`config.mk`:
```
export PLATFORM = sky130hd
export DESIGN_NAME = k_way_sorted_list_merge_unit
export DESIGN_NICKNAME = d
export VERILOG_FILES = /design/src/rtl/core/kwm_pkg.sv /design/src/rtl/core/k_way_sorted_list_merge_unit.sv
export SDC_FILE = /design/constraint.sdc
export NUM_CORES = 2
export LEC_CHECK = 0
export ABC_AREA = 1
export ABC_CLOCK_PERIOD_IN_PS = 13000
export BUFFER_PORTS_ARGS = -buffer_cell sky130_fd_sc_hd__buf_2
export CORE_ASPECT_RATIO = 0.8
export CORE_MARGIN = 2
export CORE_UTILIZATION = 43
export DETAILED_ROUTE_END_ITERATION = 10
export PLACE_DENSITY = 0.65
export SETUP_SLACK_MARGIN = 0.05
export SLEW_MARGIN = 0
export SYNTH_ARGS = -nofsm -noshare
export SYNTH_HDL_FRONTEND = slang
export SYNTH_SLANG_ARGS = --single-unit
```
`constraint.sdc`:
```
create_clock -name clk -period 13 [get_ports clk]
set_clock_uncertainty 0.05 [all_clocks]
set_input_delay 0.65 -clock clk [delete_from_list [all_inputs] [get_ports clk]]
set_output_delay 0.65 -clock clk [all_outputs]
set_load 0.02 [all_outputs]
```
`src/rtl/core/kwm_pkg.sv`:
```
// kwm_pkg: shared types and constants for the k-way sorted list merge unit.
// No dependencies; used by rtl/core/k_way_sorted_list_merge_unit.sv.

package kwm_pkg;

  // Beat field widths
  localparam int DATA_W     = 32;
  localparam int LIST_NUM_W = 3;
  localparam int CNT_W      = 8;

  // Saturation point of the drop counter
  localparam logic [CNT_W-1:0] CNT_MAX = {CNT_W{1'b1}};

  // Command codes
  localparam logic CMD_APPEND = 1'b0;
  localparam logic CMD_MERGE  = 1'b1;

  // Sequencer states, one-hot
  typedef enum logic [2:0] {
    ST_IDLE = 3'b001,
    ST_SCAN = 3'b010,
    ST_EMIT = 3'b100
  } state_t;

endpackage

```
`src/rtl/core/k_way_sorted_list_merge_unit.sv`:
```
// k_way_sorted_list_merge_unit: element store, list bookkeeping and merge sequencer.
// Depends on rtl/core/kwm_pkg.sv.

// On an append beat the value goes to the tail of its list or is
// dropped and counted (list number out of range, list full, or smaller than the
// list's tail). A merge beat keeps busy high while it walks the list heads with
// one comparator fed by the single read port of the element store: for each
// merged value the sequencer scans the heads through the registered read, then
// emits the winner. A merge with nothing stored gives its one empty result
// without going busy. Results come out one per out_valid pulse and cannot be
// stalled; the last value of a merge carries out_last, and all lists and the
// drop counter are cleared after it.

module k_way_sorted_list_merge_unit #(
  parameter int LISTS      = 8,
  parameter int LIST_DEPTH = 8
) (
  input  logic                                 clk,
  input  logic                                 rst_n,
  input  logic                                 start,
  output logic                                 busy,
  input  logic                                 in_command,
  input  logic [kwm_pkg::LIST_NUM_W-1:0]       in_list_number,
  input  logic signed [kwm_pkg::DATA_W-1:0]    in_value,
  output logic                                 out_valid,
  output logic signed [kwm_pkg::DATA_W-1:0]    out_merged_value,
  output logic                                 out_last,
  output logic                                 out_empty_res,
  output logic [kwm_pkg::CNT_W-1:0]            out_dropped_count
);
  import kwm_pkg::*;

  localparam int SLOTS  = LISTS * LIST_DEPTH;
  localparam int ADDR_W = $clog2(SLOTS);
  localparam int LIDX_W = $clog2(LISTS);
  localparam int POS_W  = $clog2(LIST_DEPTH + 1);
  localparam int TOT_W  = $clog2(SLOTS + 1);
  localparam int SI_W   = $clog2(LISTS + 1);

  // Store address of a list position
  function automatic logic [ADDR_W-1:0] slot_of(input logic [LIDX_W-1:0] l,
                                                 input logic [POS_W-1:0]  p);
    slot_of = ADDR_W'(l) * ADDR_W'(LIST_DEPTH) + ADDR_W'(p);
  endfunction

  // Control state
  state_t                 state_r, state_nxt;
  logic [POS_W-1:0]       fill_r [LISTS];
  logic [POS_W-1:0]       fill_nxt [LISTS];
  logic [POS_W-1:0]       head_r [LISTS];
  logic [POS_W-1:0]       head_nxt [LISTS];
  logic [TOT_W-1:0]       total_r, total_nxt;
  logic [TOT_W-1:0]       remain_r, remain_nxt;
  logic [CNT_W-1:0]       drop_r, drop_nxt;
  logic [SI_W-1:0]        scan_idx_r, scan_idx_nxt;
  logic                   found_r, found_nxt;
  logic                   rd_req_r, rd_req_nxt;
  logic                   out_valid_r, out_valid_nxt;

  // Payload state
  logic signed [DATA_W-1:0] mem [SLOTS];
  logic signed [DATA_W-1:0] tail_r [LISTS];
  logic signed [DATA_W-1:0] rd_data_r;
  logic [LIDX_W-1:0]        rd_list_r, rd_list_nxt;
  logic signed [DATA_W-1:0] best_val_r, best_val_nxt;
  logic [LIDX_W-1:0]        best_list_r, best_list_nxt;
  logic signed [DATA_W-1:0] out_value_r, out_value_nxt;
  logic                     out_last_r, out_last_nxt;
  logic                     out_empty_r, out_empty_nxt;
  logic [CNT_W-1:0]         out_drop_r, out_drop_nxt;

  // Store access
  logic                   mem_we;
  logic [ADDR_W-1:0]      mem_waddr;
  logic [ADDR_W-1:0]      rd_addr;
  logic                   tail_we;

  logic                   accept;
  logic                   list_ok;
  logic [LIDX_W-1:0]      in_lidx;
  logic [LIDX_W-1:0]      scan_lidx;
  logic [POS_W-1:0]       in_fill;

  assign busy      = (state_r != ST_IDLE);
  assign accept    = start && !busy;
  assign list_ok   = (int'(in_list_number) < LISTS);
  assign in_lidx   = in_list_number[LIDX_W-1:0];
  assign scan_lidx = scan_idx_r[LIDX_W-1:0];
  assign in_fill   = fill_r[in_lidx];

  // Sequencer and bookkeeping
  always_comb begin
    state_nxt     = state_r;
    fill_nxt      = fill_r;
    head_nxt      = head_r;
    total_nxt     = total_r;
    remain_nxt    = remain_r;
    drop_nxt      = drop_r;
    scan_idx_nxt  = scan_idx_r;
    found_nxt     = found_r;
    rd_req_nxt    = 1'b0;
    rd_list_nxt   = rd_list_r;
    best_val_nxt  = best_val_r;
    best_list_nxt = best_list_r;
    out_valid_nxt = 1'b0;
    out_value_nxt = out_value_r;
    out_last_nxt  = out_last_r;
    out_empty_nxt = out_empty_r;
    out_drop_nxt  = out_drop_r;
    mem_we        = 1'b0;
    tail_we       = 1'b0;
    mem_waddr     = slot_of(in_lidx, in_fill);
    rd_addr       = '0;

    case (state_r)
      ST_IDLE: begin
        if (accept) begin
          case (in_command)
            CMD_APPEND: begin
              if (!list_ok || in_fill == POS_W'(LIST_DEPTH) ||
                  (in_fill != '0 && in_value < tail_r[in_lidx])) begin
                if (drop_r != CNT_MAX) drop_nxt = drop_r + 1'b1;
              end else begin
                mem_we            = 1'b1;
                tail_we           = 1'b1;
                fill_nxt[in_lidx] = in_fill + 1'b1;
                total_nxt         = total_r + 1'b1;
              end
            end
            CMD_MERGE: begin
              if (total_r == '0) begin
                // nothing stored: one empty beat
                out_valid_nxt = 1'b1;
                out_value_nxt = '0;
                out_last_nxt  = 1'b1;
                out_empty_nxt = 1'b1;
                out_drop_nxt  = drop_r;
                drop_nxt      = '0;
              end else begin
                state_nxt    = ST_SCAN;
                scan_idx_nxt = '0;
                found_nxt    = 1'b0;
                remain_nxt   = total_r;
              end
            end
            default: ;
          endcase
        end
      end

      ST_SCAN: begin
        // issue stage: read the head of one list
        if (scan_idx_r < SI_W'(LISTS)) begin
          rd_req_nxt  = (head_r[scan_lidx] < fill_r[scan_lidx]);
          rd_list_nxt = scan_lidx;
          rd_addr     = rd_req_nxt ? slot_of(scan_lidx, head_r[scan_lidx]) : '0;
        end else begin
          state_nxt = ST_EMIT;
        end
        scan_idx_nxt = scan_idx_r + 1'b1;
        // compare stage: strict less keeps the lowest list on ties
        if (rd_req_r && (!found_r || rd_data_r < best_val_r)) begin
          found_nxt     = 1'b1;
          best_val_nxt  = rd_data_r;
          best_list_nxt = rd_list_r;
        end
      end

      ST_EMIT: begin
        out_valid_nxt         = 1'b1;
        out_value_nxt         = best_val_r;
        out_empty_nxt         = 1'b0;
        out_drop_nxt          = drop_r;
        out_last_nxt          = (remain_r == TOT_W'(1));
        head_nxt[best_list_r] = head_r[best_list_r] + 1'b1;
        remain_nxt            = remain_r - 1'b1;
        if (remain_r == TOT_W'(1)) begin
          // run done: clear all lists
          for (int i = 0; i < LISTS; i++) begin
            fill_nxt[i] = '0;
            head_nxt[i] = '0;
          end
          total_nxt = '0;
          drop_nxt  = '0;
          state_nxt = ST_IDLE;
        end else begin
          state_nxt    = ST_SCAN;
          scan_idx_nxt = '0;
          found_nxt    = 1'b0;
        end
      end

      default: state_nxt = ST_IDLE;
    endcase
  end

  // Control registers
  always_ff @(posedge clk) begin
    if (!rst_n) begin
      state_r     <= ST_IDLE;
      for (int i = 0; i < LISTS; i++) begin
        fill_r[i] <= '0;
        head_r[i] <= '0;
      end
      total_r     <= '0;
      remain_r    <= '0;
      drop_r      <= '0;
      scan_idx_r  <= '0;
      found_r     <= 1'b0;
      rd_req_r    <= 1'b0;
      out_valid_r <= 1'b0;
    end else begin
      state_r     <= state_nxt;
      fill_r      <= fill_nxt;
      head_r      <= head_nxt;
      total_r     <= total_nxt;
      remain_r    <= remain_nxt;
      drop_r      <= drop_nxt;
      scan_idx_r  <= scan_idx_nxt;
      found_r     <= found_nxt;
      rd_req_r    <= rd_req_nxt;
      out_valid_r <= out_valid_nxt;
    end
  end

  // Payload registers
  always_ff @(posedge clk) begin
    rd_list_r   <= rd_list_nxt;
    best_val_r  <= best_val_nxt;
    best_list_r <= best_list_nxt;
    out_value_r <= out_value_nxt;
    out_last_r  <= out_last_nxt;
    out_empty_r <= out_empty_nxt;
    out_drop_r  <= out_drop_nxt;
    if (tail_we) tail_r[in_lidx] <= in_value;
  end

  // Element store: one write port, one registered read port
  always_ff @(posedge clk) begin
    if (mem_we) mem[mem_waddr] <= in_value;
    if (rd_req_nxt) rd_data_r <= mem[rd_addr];
  end

  assign out_valid         = out_valid_r;
  assign out_merged_value  = out_value_r;
  assign out_last          = out_last_r;
  assign out_empty_res     = out_empty_r;
  assign out_dropped_count = out_drop_r;

  // Checks
  a_empty_is_last: assert property (@(posedge clk) disable iff (!rst_n)
    out_valid && out_empty_res |-> out_last)
    else $error("empty beat without last");

  a_emit_has_winner: assert property (@(posedge clk) disable iff (!rst_n)
    state_r == ST_EMIT |-> found_r)
    else $error("emit with no candidate head");

  a_empty_merge: assert property (@(posedge clk) disable iff (!rst_n)
    accept && in_command == CMD_MERGE && total_r == '0 |=> out_valid && out_empty_res)
    else $error("empty merge gave no empty beat");

  a_run_continues: assert property (@(posedge clk) disable iff (!rst_n)
    out_valid && !out_last |-> state_r == ST_SCAN)
    else $error("merge run stopped before last beat");

endmodule

```
**Word level (Yosys, flattened, before mapping)**

Memory sizes are Yosys's and may differ from the RTL's. A register that Yosys moved wholly into a read port is not among the register bits.
Cells that the tools add are included.
Widths: inputs -> output; s select.

- Output and inout port bits: 44
- Register bits: 176
- Input bits: 39
- ROM bits: 0
- Latch bits: 0
- Memories kept: 2
- Logic and storage cells: 181
- Memory bits (writable): 2304

Memories:

| memory | depth | bits a word | read ports | clocked after memory_dff | write ports | RTL line | text |
|---|---|---|---|---|---|---|---|
| mem | 64 | 32 | 1 | 1 | 1 | k_way_sorted_list_merge_unit.sv:61 | `logic signed [DATA_W-1:0] mem [SLOTS];` |
| tail_r | 8 | 32 | 1 | 0 | 1 | k_way_sorted_list_merge_unit.sv:62 | `logic signed [DATA_W-1:0] tail_r [LISTS];` |

- Magnitude comparators: 9
- Div/mod/pow operators: 0
- Bitwise logic cells: 4
- Reduce and logical (&&, ||, !) cells: 22
- Shift-type cells: 0
- Multipliers: 0
- Equality and inequality tests: 20
- Add/subtract/negate cells: 8
- Mux-type cells: 85

Operator list:

| cell | number |
|---|---|
| $mux 32 | 8 |
| $pmux 32 s2 | 2 |
| $bwmux 32 | 2 |
| $lt 32x32->1 | 2 |
| $mux 8 | 8 |
| $mux 4 | 14 |
| $mux 7 | 7 |
| $bmux 4 s3 | 4 |
| $pmux 8 s2 | 3 |
| $pmux 7 s2 | 2 |
| $demux 4 s3 | 2 |
| $ne 2x2->1 const B | 10 |
| $mux 1 | 19 |
| $mux 6 | 3 |
| $add 4x1->4 const B | 3 |
| $add 6x4->6 | 2 |
| $ge 4x4->1 const B | 3 |
| $mux 3 | 4 |
| $not 3->4 | 3 |
| $pmux 4 s3 | 1 |
| $reduce_and 4->1 | 3 |
| $reduce_and 6->1 | 2 |
| $reduce_and 5->1 | 2 |
| $ne 3x3->1 const B | 3 |
| 26 further kinds | 36 |

**Depth between registers and ports, before layout**

- Depth in word-level cells: 13
- Mapped depth: 29
- Gate-level depth less buffers: 28

**Worst setup path before layout**

Ideal clock, no wire load.

- Path type: input port to flip-flop
- From: in in_list_number[0] (netlist name)
- To: mem mem[10][0] (enable)
- Library setup time: 0.421 ns
- Path buffers: 4
- Cell stages on the path: 21
- Required time: 12.529 ns
- Arrival: 5.114 ns
- Slack: 7.414 ns
- Path through: buf_2 -> buf_2 -> nor2_1 -> clkbuf_1 -> buf_1 -> nand2_1 -> nand4_1 -> inv_1 -> ha_1 -> a21oi_1 -> nor2_1 -> a211oi_1 -> o221a_2 -> nand2_1 -> nand2_1 -> nand3_1 -> nand3_1 -> nand3_2 -> inv_2 -> nand4_1 -> nor2_1

- Word-level cells in the longest chain between the ends: 13
- Elaborated cells on any way between the ends: 17
- Classes of those cells: add/sub (1); order compare (1); eq/ne (1); mux (9); bitwise (1); reduce/logical (3); memory (1)

RTL lines:

| what | RTL line | text |
|---|---|---|
| from (decl) | k_way_sorted_list_merge_unit.sv:23 | `input logic [kwm_pkg::LIST_NUM_W-1:0] in_list_number,` |
| branches (longest 13 deep; another with $mem_v2 8x32) | n/a |  |
| to (decl) | k_way_sorted_list_merge_unit.sv:61 |  |

Parallel ways; which one is timed is not known. The select of a mux whose other input is x is not followed.

**Worst setup path in the final report**

- From: reg scan_idx_r[1]
- To: reg rd_data_r[1] (read register of mem), data pin

- Elaborated cells on any way between the ends: 15
- Classes of those cells: add/sub (1); order compare (2); mux (11); bitwise (1)

RTL lines:

| what | RTL line | text |
|---|---|---|
| from (decl) | k_way_sorted_list_merge_unit.sv:55 | `logic [SI_W-1:0] scan_idx_r, scan_idx_nxt;` |
| from (signal assigned) | k_way_sorted_list_merge_unit.sv:219 | `scan_idx_r <= scan_idx_nxt;` |
| $not 3->4 (implied by the code) | k_way_sorted_list_merge_unit.sv:154 | `rd_req_nxt = (head_r[scan_lidx] < fill_r[scan_lidx]);` |
| $bmux 4 s3 | k_way_sorted_list_merge_unit.sv:154 |  |
| $mux 4 (implied by the code) (2 in series) | k_way_sorted_list_merge_unit.sv:154 |  |
| $lt 4x4->1 | k_way_sorted_list_merge_unit.sv:154 |  |
| $mux 1 (*) | k_way_sorted_list_merge_unit.sv:153 | `if (scan_idx_r < SI_W'(LISTS)) begin` |
| $mux 1 (*) | k_way_sorted_list_merge_unit.sv:115 | `case (state_r)` |
| net rd_req_nxt | k_way_sorted_list_merge_unit.sv:57 | `logic rd_req_r, rd_req_nxt;` |
| to (decl) | k_way_sorted_list_merge_unit.sv:63 | `logic signed [DATA_W-1:0] rd_data_r;` |

Mark *: on every way through the listed nets, which the timed path passes. The rest lies on a longest branch. The select of a mux whose other input is x is not followed.
A chain may end at the register's enable or synchronous reset.

==> results.sh <==
export IMPL_seq_power_share_pct=54.8
export IMPL_status="complete, no violations"
export IMPL_p_leak_nw=46.55
export IMPL_cts_path_max_buffers=4
export IMPL_nNetsFinal=9737
export IMPL_drive_gt1_share_pct=7.211
export IMPL_layout_setup_ws_ns=4.827
export IMPL_postRouteAntennaNets=0
export IMPL_ys_seq_elements=2512
export IMPL_post_drt_wl_per_cell_um=25.44
export IMPL_start_util_pct=43.18
export IMPL_critPathMaxStageDelay_ns=0.96
export IMPL_gr_total_overflow=0
export IMPL_drt_iter0_markers=11420
export IMPL_area_growth_pct=10.83
export IMPL_antenna_found_initial=31
export IMPL_grt_pass1_vias=70500
export IMPL_timing_slew_headroom_pct=4.458
export IMPL_switching_power_mw=3.536
export IMPL_cts_tree="built"
export IMPL_clkTransAtPathRegs_ns=0.06
export IMPL_syn_avg_cell_area_um2=11.11
export IMPL_cts_inserted_buffers=236
export IMPL_r2r_slack_ns=4.83
export IMPL_io_pins=83
export IMPL_synthCells=9680
export IMPL_synth_area_top_cells="edfxtp_1, nand2_1, nand3_1"
export IMPL_rsz0062_at_grt="no"
export IMPL_period_share_pct=62.87
export IMPL_dieArea_um2=254200
export IMPL_pwr_share_comb_pct=3.5
export IMPL_drc_errors=0
export IMPL_crit_arrival_ns=8.85
export IMPL_fin_crit_ns=8.173
export IMPL_drtPass1Iterations=6
export IMPL_intPower_mw=12.76
export IMPL_die_h_um=451.3
export IMPL_yosysWarnings=0
export IMPL_multiInputGateArea_um2=25280
export IMPL_core_area_um2=249100
export IMPL_p_total_mw=16.29
export IMPL_place_gp_congestion=0.8989
export IMPL_placed_area_um2=111800
export IMPL_place_inst=12700
export IMPL_fin_util_pct=47.86
export IMPL_preCtsSetupSlack_ns=5.052
export IMPL_slowest_stage="inv_6"
export IMPL_p_per_area_nw_per_um2=136.7
export IMPL_p_sw_share_pct=21.70
export IMPL_drv_cap=0
export IMPL_syn_area_um2=107600
export IMPL_io_buffers=82
export IMPL_seq_area_um2=74470
export IMPL_vias_per_cell=5.717
export IMPL_peakVddDrop_mv=0.1376
export IMPL_dr_total_vias=75090
export IMPL_worstSetupEndpointType="flop"
export IMPL_syn_num_nets=9797
export IMPL_clock_fmax_mhz=122.4
export IMPL_fillers=22100
export IMPL_grt_use_total_pct=25.80
export IMPL_pwr_share_clk_pct=41.7
export IMPL_crit_type="flop to flop"
export IMPL_cts_root_buffer="clkbuf_16"
export IMPL_crit_required_ns=13.68
export IMPL_cp_start_kind="flop"
export IMPL_rows=164
export IMPL_path_buf_inv=6
export IMPL_grt_max_degree=160
export IMPL_dp_final_hpwl_mm=185.9
export IMPL_design_area_um2=119200
export IMPL_tns_ns=0
export IMPL_ys_seq_area_share_pct=69.24
export IMPL_htreeDepth=4
export IMPL_die_x_um=563.2
export IMPL_stdcell_count=13130
export IMPL_yosysTopAreaCell="edfxtp_1"
export IMPL_worst_path_dominant_cell_family="buffers and inverters"
export IMPL_hold_viol=0
export IMPL_hp_class="input pin to flop"
export IMPL_grt_pass1_wl_mm=485.1
export IMPL_slew_violations=0
export IMPL_finalSetupViolations=0
export IMPL_cp_max_fo=81
export IMPL_synth_top_area_share_pct=67.45
export IMPL_tightest_slew_ns=1.430
export IMPL_clk_latency_ns=0.91
export IMPL_hold_ws_ns=0.06511
export IMPL_synth_distinct_cells=51
export IMPL_crit_chain="inv_1, a21oi_1, o21ai_0, o21ai_0, nor2_1, a31oi_1, ha_1, a211oi_4, buf_4, nand2_2, inv_1, buf_4, nand2_4, inv_6, buf_4, nand3_1, nand3_1, nand3_1, nand2_1"
export IMPL_wirelength_mm=334.2
export IMPL_cts_sinks=2512
-- power by group through the flow --
stage                     Combinational, mW  Sequential [mW]  Clock (mW)
after floorplan                       0.211             9.11           0
after global placement                0.545             9.10           0
after detailed placement              0.557             9.10           0
after CTS                             0.558             8.93        6.83
after global routing                  0.600             8.92        7.16
final                                 0.570             8.93        6.80
-- per-layer routing --
layer  part of all wire [%]  up-vias  track usage, %
met5                  0.024        -               0
met4                    4.2       14           9.897
met3                     13      696           6.023
met2                     44     4645           38.67
met1                     40    36540           36.46
li1                       -    33190               -
-- sequential cells by signal, summed over array words and instances (netlist names), 3 cells and up --
| name | flops |
|---|---|
| head_r | 32 |
| remain_r | 7 |
| scan_idx_r | 4 |
| total_r | 7 |
| rd_list_r | 3 |
| out_dropped_count | 8 |
| drop_r | 8 |
| state_r | 3 |
| out_merged_value | 32 |
| mem | 2048 |
| tail_r | 256 |
| rd_data_r | 32 |
| best_val_r | 32 |
| fill_r | 32 |
| best_list_r | 3 |
-- cells in the final DEF, fill, tap and decap left out, types with 10 or more instances in the layout --
master	count
a21oi_1	132
a221oi_1	33
clkbuf_16	238
buf_2	82
o21ai_0	146
a22oi_1	42
nand3_1	1507
inv_2	10
inv_1	1557
buf_12	10
edfxtp_1	2416
clkbuf_1	53
o21ai_1	10
dfxtp_1	96
a22o_1	17
o211ai_1	315
clkinv_1	49
bufinv_16	20
nor2_1	131
nand2_1	2057
nor3_1	18
nand4_1	374
buf_4	179
clkinv_2	51
ha_1	78
nor2_4	76
-- Yosys cell counts (all sizes together) --
library cell and count:
edfxtp 2416, nand2 2060, inv 1572, nand3 1509
nand4 374, o211ai 315, buf 300, clkbuf 274
nor2 216, o21ai 157, a21oi 132, dfxtp 96
ha 78, a22oi 42, a221oi 33, nor3 20
a22o 17, a211oi 10, xor2 10, xnor2 8
o22ai 6, o2bb2ai 6, a31oi 5, nor4 4
o21bai 4, o221ai 3, clkinv 2, o2111ai 2
a21boi 1, a21o 1, a311oi 1, a32o 1
o21a 1, o221a 1, o22a 1, o31ai 1
or2 1
-- area by class of cell --
class / instances / area share [%]
Clock buffer: 292 / 5.174
Clock inverter: 131 / 0.9834
Antenna cell: 9 / 0.01889
Inverter: 1574 / 4.985
Timing Repair Buffer: 276 / 1.681
Multi-Input combinational cell: 5020 / 21.20
Tap cell: 3320 / 3.485
Sequential cell: 2512 / 62.47
-- worst paths after layout --
kind,start,to,depth (start not counted)
worst min-delay path,rst_n,state_r[0]$_SDFFE_PN1P_,2
worst max-delay path,scan_idx_r[1]$_SDFFE_PN0P_,rd_data_r[1]$_DFFE_PP_,19
worst max register to register,scan_idx_r[1]$_SDFFE_PN0P_,rd_data_r[1]$_DFFE_PP_,19
worst min register to register,rd_list_r[0]$_DFFE_PP_,best_list_r[0]$_DFFE_PP_,0
-- logic make-up (layout without fill, tap and decap cells) --
logic type	Yosys count	in the layout	share of synthesized area, %
buffers and inverters	2148	2273	7.835
AOI/OAI and AO/OA	740	740	4.577
other	0	9	0
adders and majority gates	78	78	0.9073
and+or+nand+nor	4184	4184	17.29
xor gates and xnor gates	18	18	0.1536
DFF	2512	2512	69.24
-- timing repair --
item                                   CTS  global route
gates resized for setup                  0             0
endpoints found under the hold margin   18             0
hold buffers                             5             0
setup buffers                            0             0
No activity file was read; power rests on OpenSTA's default activity.
